===== src/hdl/mmt_pkg.sv =====
`timescale 1ns / 1ps
package mmt_pkg;

	localparam int unsigned VAL_W  = 16;
	localparam int unsigned PROD_W = 32;
	localparam int unsigned SUM_W  = 40;
	localparam int unsigned IDX_W  = 3;
	localparam int unsigned CNT_W  = 4;

	localparam logic [1:0] OP_LOAD_A  = 2'd0;
	localparam logic [1:0] OP_LOAD_B  = 2'd1;
	localparam logic [1:0] OP_COMPUTE = 2'd2;

	localparam logic [2:0] REG_A_ROWS  = 3'd0;
	localparam logic [2:0] REG_A_COLS  = 3'd1;
	localparam logic [2:0] REG_B_ROWS  = 3'd2;
	localparam logic [2:0] REG_B_COLS  = 3'd3;
	localparam logic [2:0] REG_TRANS_B = 3'd4;

	typedef struct packed {
		logic                    vld;
		logic [IDX_W-1:0]        row;
		logic [IDX_W-1:0]        col;
		logic                    last;
		logic signed [SUM_W-1:0] sum;
	} mmt_token_t;

endpackage


===== src/hdl/mmt_cell.sv =====
`timescale 1ns / 1ps
module mmt_cell import mmt_pkg::*; #(
	parameter int unsigned IDX = 0
) (
	input  logic                     clk,
	input  logic                     arst_n,
	input  logic                     en,
	input  mmt_token_t               tok_in,
	input  logic                     prod_vld,
	input  logic [IDX_W-1:0]         prod_k,
	input  logic signed [PROD_W-1:0] prod,
	output mmt_token_t               tok_out
);

	logic                    add;
	logic signed [SUM_W-1:0] sum_nxt;
	mmt_token_t              tok_nxt;
	logic                    vld_q;
	mmt_token_t              pay_q;

	// term k of an element lands here exactly when its token does
	assign add     = prod_vld && tok_in.vld && (32'(prod_k) == IDX);
	assign sum_nxt = add ? tok_in.sum + SUM_W'(prod) : tok_in.sum;

	always_comb begin
		tok_nxt     = tok_in;
		tok_nxt.sum = sum_nxt;
	end

	always_ff @(posedge clk or negedge arst_n) begin
		if (!arst_n) begin
			vld_q <= 1'b0;
		end else if (en) begin
			vld_q <= tok_in.vld;
		end
	end

	always_ff @(posedge clk) begin
		if (en) begin
			pay_q <= tok_nxt;
		end
	end

	always_comb begin
		tok_out     = pay_q;
		tok_out.vld = vld_q;
	end

endmodule


===== src/hdl/matrix_multiply_opt_transpose_core.sv =====
`timescale 1ns / 1ps
// a load is written into its store at the edge that accepts it; the terms of a compute
// pass the read stage, the multiply stage, the accumulate cells and the output register;
// one multiply-accumulate per cycle while the output does not stall; the next request
// after a compute is taken only once its last result has been accepted
// the sum of each element rides down a chain of MAX_DIM accumulate cells
// reset: arst_n asynchronous active low clears control and config; matrix stores are not cleared
module matrix_multiply_opt_transpose_core import mmt_pkg::*; #(
	parameter int unsigned MAX_DIM = 8
) (
	input  logic        clk,
	input  logic        arst_n,
	input  logic        s_tvalid,
	output logic        s_tready,
	input  logic [23:0] s_tdata,   // opcode, row_index, col_index, element_value
	output logic        m_tvalid,
	input  logic        m_tready,
	output logic [47:0] m_tdata,   // out_row, out_col, out_value
	output logic        m_tlast,   // last_result
	input  logic        cfg_valid,
	output logic        cfg_ready,
	input  logic [2:0]  cfg_index,
	input  logic [3:0]  cfg_data
);

	localparam int unsigned DEPTH = MAX_DIM * MAX_DIM;
	localparam int unsigned AW    = (DEPTH > 1) ? $clog2(DEPTH) : 1;
	localparam int unsigned LIM   = (MAX_DIM < 8) ? MAX_DIM : 8;

	typedef enum logic [1:0] {ST_IDLE, ST_RUN, ST_DRAIN} state_t;

	state_t state_q;
	logic [CNT_W-1:0] a_rows_q, a_cols_q, b_rows_q, b_cols_q;
	logic             trans_q;
	logic [IDX_W-1:0] i_q, j_q, k_q;
	logic [CNT_W-1:0] nr, nk, nc;
	logic             en, acc_in, acc_out;

	logic [1:0]              in_op;
	logic [IDX_W-1:0]        in_row, in_col;
	logic [VAL_W-1:0]        in_val;

	logic signed [VAL_W-1:0] mem_a [DEPTH];
	logic signed [VAL_W-1:0] mem_b [DEPTH];
	logic [AW-1:0]           wr_addr, rd_addr_a, rd_addr_b;
	logic                    wr_ok;

	logic                    vld_s1, vld_s2;
	logic [IDX_W-1:0]        i_s1, j_s1, k_s1, i_s2, j_s2, k_s2;
	logic                    lst_s1, lst_s2;
	logic signed [VAL_W-1:0] a_s1, b_s1;
	logic signed [PROD_W-1:0] prod_s2;

	mmt_token_t              chain [MAX_DIM+1];
	logic                    out_vld_q;
	logic [IDX_W-1:0]        out_row_q, out_col_q;
	logic signed [SUM_W-1:0] out_val_q;
	logic                    out_last_q;

	function automatic logic [CNT_W-1:0] clamp(input logic [CNT_W-1:0] c);
		if (c == '0) return CNT_W'(1);
		if (c > CNT_W'(LIM)) return CNT_W'(LIM);
		return c;
	endfunction

	assign in_op  = s_tdata[1:0];
	assign in_row = s_tdata[4:2];
	assign in_col = s_tdata[7:5];
	assign in_val = s_tdata[23:8];

	assign nr = clamp(a_rows_q);
	assign nk = clamp(a_cols_q);
	assign nc = trans_q ? clamp(b_rows_q) : clamp(b_cols_q);

	assign s_tready  = (state_q == ST_IDLE);
	assign cfg_ready = 1'b1;
	assign acc_in    = s_tvalid && s_tready;
	assign acc_out   = m_tvalid && m_tready;
	assign en        = !out_vld_q || m_tready;

	assign wr_ok     = (32'(in_row) < MAX_DIM) && (32'(in_col) < MAX_DIM);
	assign wr_addr   = AW'(32'(in_row) * MAX_DIM + 32'(in_col));
	assign rd_addr_a = AW'(32'(i_q) * MAX_DIM + 32'(k_q));
	assign rd_addr_b = trans_q ? AW'(32'(j_q) * MAX_DIM + 32'(k_q))
	                           : AW'(32'(k_q) * MAX_DIM + 32'(j_q));

	always_ff @(posedge clk or negedge arst_n) begin
		if (!arst_n) begin
			a_rows_q <= CNT_W'(8);
			a_cols_q <= CNT_W'(8);
			b_rows_q <= CNT_W'(8);
			b_cols_q <= CNT_W'(8);
			trans_q  <= 1'b0;
		end else if (cfg_valid && cfg_ready) begin
			unique case (cfg_index)
				REG_A_ROWS:  a_rows_q <= cfg_data;
				REG_A_COLS:  a_cols_q <= cfg_data;
				REG_B_ROWS:  b_rows_q <= cfg_data;
				REG_B_COLS:  b_cols_q <= cfg_data;
				REG_TRANS_B: trans_q  <= cfg_data[0];
				default: ;
			endcase
		end
	end

	always_ff @(posedge clk or negedge arst_n) begin
		if (!arst_n) begin
			state_q <= ST_IDLE;
			i_q     <= '0;
			j_q     <= '0;
			k_q     <= '0;
		end else begin
			unique case (state_q)
				ST_IDLE: begin
					if (acc_in && in_op == OP_COMPUTE) begin
						state_q <= ST_RUN;
						i_q     <= '0;
						j_q     <= '0;
						k_q     <= '0;
					end
				end
				ST_RUN: begin
					if (en) begin
						if ({1'b0, k_q} == nk - CNT_W'(1)) begin
							k_q <= '0;
							if ({1'b0, j_q} == nc - CNT_W'(1)) begin
								j_q <= '0;
								if ({1'b0, i_q} == nr - CNT_W'(1)) begin
									state_q <= ST_DRAIN;
								end else begin
									i_q <= i_q + IDX_W'(1);
								end
							end else begin
								j_q <= j_q + IDX_W'(1);
							end
						end else begin
							k_q <= k_q + IDX_W'(1);
						end
					end
				end
				ST_DRAIN: begin
					if (acc_out && m_tlast) begin
						state_q <= ST_IDLE;
					end
				end
				default: state_q <= ST_IDLE;
			endcase
		end
	end

	always_ff @(posedge clk) begin
		if (acc_in && wr_ok && in_op == OP_LOAD_A) begin
			mem_a[wr_addr] <= in_val;
		end
		if (acc_in && wr_ok && in_op == OP_LOAD_B) begin
			mem_b[wr_addr] <= in_val;
		end
		if (en) begin
			a_s1 <= mem_a[rd_addr_a];
			b_s1 <= mem_b[rd_addr_b];
		end
	end

	always_ff @(posedge clk or negedge arst_n) begin
		if (!arst_n) begin
			vld_s1 <= 1'b0;
			vld_s2 <= 1'b0;
		end else if (en) begin
			vld_s1 <= (state_q == ST_RUN);
			vld_s2 <= vld_s1;
		end
	end

	always_ff @(posedge clk) begin
		if (en) begin
			i_s1    <= i_q;
			j_s1    <= j_q;
			k_s1    <= k_q;
			lst_s1  <= ({1'b0, i_q} == nr - CNT_W'(1)) && ({1'b0, j_q} == nc - CNT_W'(1));
			i_s2    <= i_s1;
			j_s2    <= j_s1;
			k_s2    <= k_s1;
			lst_s2  <= lst_s1;
			prod_s2 <= PROD_W'(a_s1) * PROD_W'(b_s1);
		end
	end

	always_comb begin
		chain[0].vld  = vld_s2 && (k_s2 == '0);
		chain[0].row  = i_s2;
		chain[0].col  = j_s2;
		chain[0].last = lst_s2;
		chain[0].sum  = '0;
	end

	for (genvar n = 0; n < MAX_DIM; n++) begin : g_cell
		mmt_cell #(.IDX(n)) u_cell (
			.clk     (clk),
			.arst_n  (arst_n),
			.en      (en),
			.tok_in  (chain[n]),
			.prod_vld(vld_s2),
			.prod_k  (k_s2),
			.prod    (prod_s2),
			.tok_out (chain[n+1])
		);
	end

	always_ff @(posedge clk or negedge arst_n) begin
		if (!arst_n) begin
			out_vld_q <= 1'b0;
		end else if (en) begin
			out_vld_q <= chain[MAX_DIM].vld;
		end
	end

	always_ff @(posedge clk) begin
		if (en) begin
			out_row_q  <= chain[MAX_DIM].row;
			out_col_q  <= chain[MAX_DIM].col;
			out_val_q  <= chain[MAX_DIM].sum;
			out_last_q <= chain[MAX_DIM].last;
		end
	end

	assign m_tvalid = out_vld_q;
	assign m_tdata  = {2'b00, out_val_q, out_col_q, out_row_q};
	assign m_tlast  = out_last_q;

`ifndef ASSERT_OFF
	a_idle_empty: assert property (@(posedge clk) disable iff (!arst_n)
		s_tready |-> !m_tvalid)
		else $error("result pending while idle");

	a_last_ends: assert property (@(posedge clk) disable iff (!arst_n)
		(m_tvalid && m_tready && m_tlast) |=> s_tready)
		else $error("block busy after final result");

	a_run_busy: assert property (@(posedge clk) disable iff (!arst_n)
		(vld_s1 || vld_s2) |-> !s_tready)
		else $error("request taken while terms in flight");
`endif

endmodule


===== config.mk =====
export PLATFORM = sky130hd
export DESIGN_NAME = matrix_multiply_opt_transpose_core
export DESIGN_NICKNAME = d
export VERILOG_FILES = /design/src/hdl/mmt_pkg.sv /design/src/hdl/mmt_cell.sv /design/src/hdl/matrix_multiply_opt_transpose_core.sv
export SDC_FILE = /design/constraint.sdc
export NUM_CORES = 2
export LEC_CHECK = 0
export BUFFER_PORTS_ARGS = -buffer_cell sky130_fd_sc_hd__clkbuf_2
export CORE_MARGIN = 3
export CORE_UTILIZATION = 30
export CTS_CLUSTER_DIAMETER = 150
export DETAILED_ROUTE_END_ITERATION = 10
export SYNTH_ARGS = -nofsm -noshare
export SYNTH_HDL_FRONTEND = slang
export SYNTH_SLANG_ARGS = --single-unit

===== constraint.sdc =====
create_clock -name clk -period 14.5 [get_ports clk]
set_input_delay 0.725 -clock clk [delete_from_list [all_inputs] [get_ports clk]]
set_output_delay 0.725 -clock clk [all_outputs]
set_load 0.005 [all_outputs]

==> results.md <==
- The first routing iteration left 6410 violations.
- The primary flip-flop cell chosen by synthesis mapping is edfxtp_1.
- The highest achievable clock rate is 139 MHz.
- The worst setup path is of the flip-flop to flip-flop kind.
- Prior to clock tree synthesis, the placed netlist has a worst setup slack of 7.30 ns.
- The leading cell type by number of instances after synthesis is edfxtp_1.
- Setup violations remaining at the end of the flow were counted as 0.
- The CTS tree is built.
- The share of layout cells above drive strength 1 is 17.0%.
- The nature of the critical path endpoint is a flip-flop.
- The per-cell routed wire length is 21.8 um.
- The global-route wire length before repair is 435 mm.
- The slowest library cell on the worst path is edfxtp_1.
- The first-pass detailed-route iteration total is 6.
- The number of violations of the max-capacitance limit is 0.
- The register area share after synthesis is 64.0%.
- The via count of the first global-routing pass is 68.6k.
- The clock reaches the later pin of the worst-skew pair after 0.91 ns.
- The slew at the pin closest to its max-slew limit is 1.46 ns.
- The root buffer selected by CTS is clkbuf_16.
- Of the available clock period, the critical path in the final layout requires 49.6%.
- The synthesis-to-layout area growth is 13.2%.
- Routability-driven placement finished with a final weighted congestion of 0.807.
- The simple-gate share of the synthesized area is 6.30%.
- At the end of the flow, the number of nets in the layout was 8466.
- The share of synthesized registers carrying an async set or reset is 1.51%.
- The count of pins on the block boundary is 88.
- Across the routed clock network, the largest skew measured is 0.0822 ns.
- Traced cell by cell, the critical path runs through nand2_1 > fa_1 > inv_1 > fa_1 > inv_1 > fa_1 > inv_1 > fa_1 > fa_1 > inv_1 > fa_1 > inv_1 > ha_1 > nand4_1 > or2_2 > or2_1 > o2111ai_1 > o211ai_1 > o21ai_1 > nor4_1 > o41ai_1 > a31oi_1 > xnor2_1.
- The flow ran to the end, and the final reports show no timing, DRC or antenna violations.
- Data on the critical path arrives at its endpoint at 7.75 ns.
- The worst pin sits at a relative slew slack of 2.17%.
- For this block, the via count after detailed routing is 66.1k.
- Clock tree synthesis inserted a total of 274 buffers.
- The floorplan step defined a die boundary enclosing 410000 um^2.
- The total length of routed wires is 290 mm.
- The average size of a mapped cell is 15.9 um^2.
- Setup repair after global routing left no endpoint under its margin.
- The via count normalized by instance count is 4.97.
- The mux contribution to synthesized area is 11.5%.
- The maximum cell stage delay along the critical path is 0.77 ns.
- The fraction of the mapped netlist area in adder cells is 8.07%.
- The count of flip-flops with a built-in enable after synthesis is 2540.
- Detailed placement finished with a half-perimeter wire length of 184 mm.
- The synthesized netlist devotes 5.91% of its cell area to compound gates.
- By area, the combinational part of the netlist is dominated by multiplexers.
- The number of standard-cell rows in the floorplan is 232.
- The count of unique library cells instantiated by Yosys is 95.
- The final setup slack of the worst path is 7.31 ns.
- The top-area cell type share of the netlist area is 63.2%.
- The class of the worst hold path is input pin to flip-flop.
- The starting utilization of the core area is 30.2%.
- The combined global-route utilization of all metal layers is 13.9%.
- edfxtp_1 takes more of the synthesized area than any other cell.
- The instance count of the mapped netlist is 7594.
- The clock sink count is 2579.
- The commonest cells after synthesis are edfxtp_1 (2540), nand2_1 (757), mux4_2 (592).
- The count of synthesis-stage warnings from yosys is 0.
- The total of flip-flops plus latches after synthesis is 2579.
- The kind of start point of the critical path is a flip-flop.
- The final-layout fill cell count is 37.5k.
- The H-tree generated during clock tree synthesis spans 5 levels.
- From bottom edge to top edge, the die measures 640 um.
- The number of stages on the worst hold path is 2.
- The max-slew violation total from the final report is 0.
- The number of antenna violations at the first check in global routing is 20.
- In the post-synthesis netlist, the biggest area contributors are edfxtp_1 (63%), mux4_2 (11%), fa_1 (4.5%), ha_1 (3.6%), nand2_1 (2.4%).
- The synthesized netlist devotes 1.95% of its cell area to XOR and XNOR gates.
- The cell count of the worst reg-to-reg path is 23.
- The die outline width is 640 um.
- The floorplan core area is 400000 um^2.
- In this design, the critical path's most frequently occurring cell is fa_1.
- Entering global routing, the biggest net connects 97 pins.
- The count of buffers added on input and output ports is 84.
- The number of hold violations in the final report came to 0.
- The summed instance area of the synthesized netlist is 121000 um^2.
- The overflow left after global routing is 0.
- The clock transition at the registers of the reported paths is 0.06 ns.
- In this run the post-CTS setup repair buffer count came out at 0.
- The longest clock path from root to sink contains 4 buffers.
- For this run, design rule violations remaining after detail routing come to 0.
- The count of nets left with antenna violations after detail routing is 0.
- The data required time of the critical path is 15.06 ns.
- Of all nets on the critical path, the largest fanout is 16.
- The setup TNS after final layout is 0 ns.
- The time the final worst path needs with I/O delays and setup is 7.19 ns.
[critical path, delay by kind of cell (launching register included)]
kind                       cells  cell delay [ns]
buffers and inverters          5             0.25
and+or+nand+nor                5             1.00
AOI/OAI and AO/OA              5             1.34
xor gates and xnor gates       1             0.14
adders and majority gates      7             3.38
DFF                            1             0.77
[placed cells by master, fill, tap and decap left out, types with 92 or more instances in the layout]
cell,netlist,layout
fa_1,269,269
o21ai_0,362,361
and2_1,141,141
nand3_1,166,162
buf_4,6,190
clkbuf_16,0,281
inv_1,391,391
xor2_1,120,120
ha_1,348,348
a21oi_1,258,258
and3_1,92,92
a21o_1,164,164
edfxtp_1,2540,2540
nor2_1,266,229
xnor2_1,149,149
nand2_1,757,756
mux4_2,592,592
[kinds of logic after synthesis]
logic type      Yosys count
xor+xnor                269
other cells               2
simple gates           1646
mux                     638
flops                  2579
fa+ha+maj               617
compound gates         1131
buf+inv                 712
[state kept, by name, summed over array words and instances, names as in the netlist, 2 cells and up]
name and cells:
j_s1 3, k_q 3, k_s1 3, j_q 3
state_q 2, b_rows_q 4, k_s2 3, out_row_q 3
j_s2 3, g_cell.u_cell.tok_out 361, mem_b 1024, i_s2 3
prod_s2 32, i_q 3, g_cell.u_cell.vld_q 8, out_col_q 3
i_s1 3, a_cols_q 4, out_val_q 40, a_rows_q 4
a_s1 16, b_cols_q 4, b_s1 16, mem_a 1024
[per-layer routing]
| metal | vias up | GRT usage (%) | share of wire, % |
|---|---|---|---|
| li1 | 29600 | - | - |
| met1 | 34100 | 18.2 | 42 |
| met2 | 1951 | 24.0 | 50 |
| met3 | 444 | 2.06 | 5.8 |
| met4 | 16 | 3.65 | 2.7 |
| met5 | - | 0 | 0.031 |
[timing repair]
| action | CTS | global route |
|---|---|---|
| endpoints found under the hold margin | 35 | 0 |
| hold buffers | 1 | 0 |
| resized for setup | 0 | 0 |
| endpoints found under the setup margin | 0 | 0 |
[area by class of cell]
class / count / area [um^2] / area share, %
multi-input combinational: 4304 / 40900 / 29.9
sequential: 2579 / 77300 / 56.6
clock inverter: 142 / 1270 / 0.932
antenna: 3 / 7.51 / 0.00550
timing repair buffer: 261 / 1820 / 1.33
clock buffer: 340 / 7250 / 5.31
tap: 5265 / 6590 / 4.82
inverter: 393 / 1480 / 1.08
[stage by stage]
stage	instance area [um^2]	instances	hold slack, ns	utilization (%)
floorplan	121000	7595	0.400	-
CTS	137000	13300	0.0774	34.1
global route	137000	13300	0.128	34.1
global placement	128000	12800	0.403	32.0
detailed placement	128000	12800	0.405	32.0
finish	137000	13300	0.165	34.1
[worst paths after layout]
| check | startpoint | to | slack, ns |
|---|---|---|---|
| setup / recovery | a_s1[7] | prod_s2[31] | 7.31 |
| hold / removal | cfg_data[1] | a_cols_q[1] | 0.16 |
| setup reg to reg | a_s1[7] | prod_s2[31] | 7.31 |
| hold reg to reg | g_cell[7].u_cell.tok_out[44] | out_row_q[0] | 0.41 |
| max in group asynchronous | arst_n | k_q[2] | 13.56 |
| min in group asynchronous | arst_n | b_cols_q[1] | 0.47 |
Power is not shown: default switching activity piles up to over one toggle a cycle in this logic, so the estimate is an artifact.
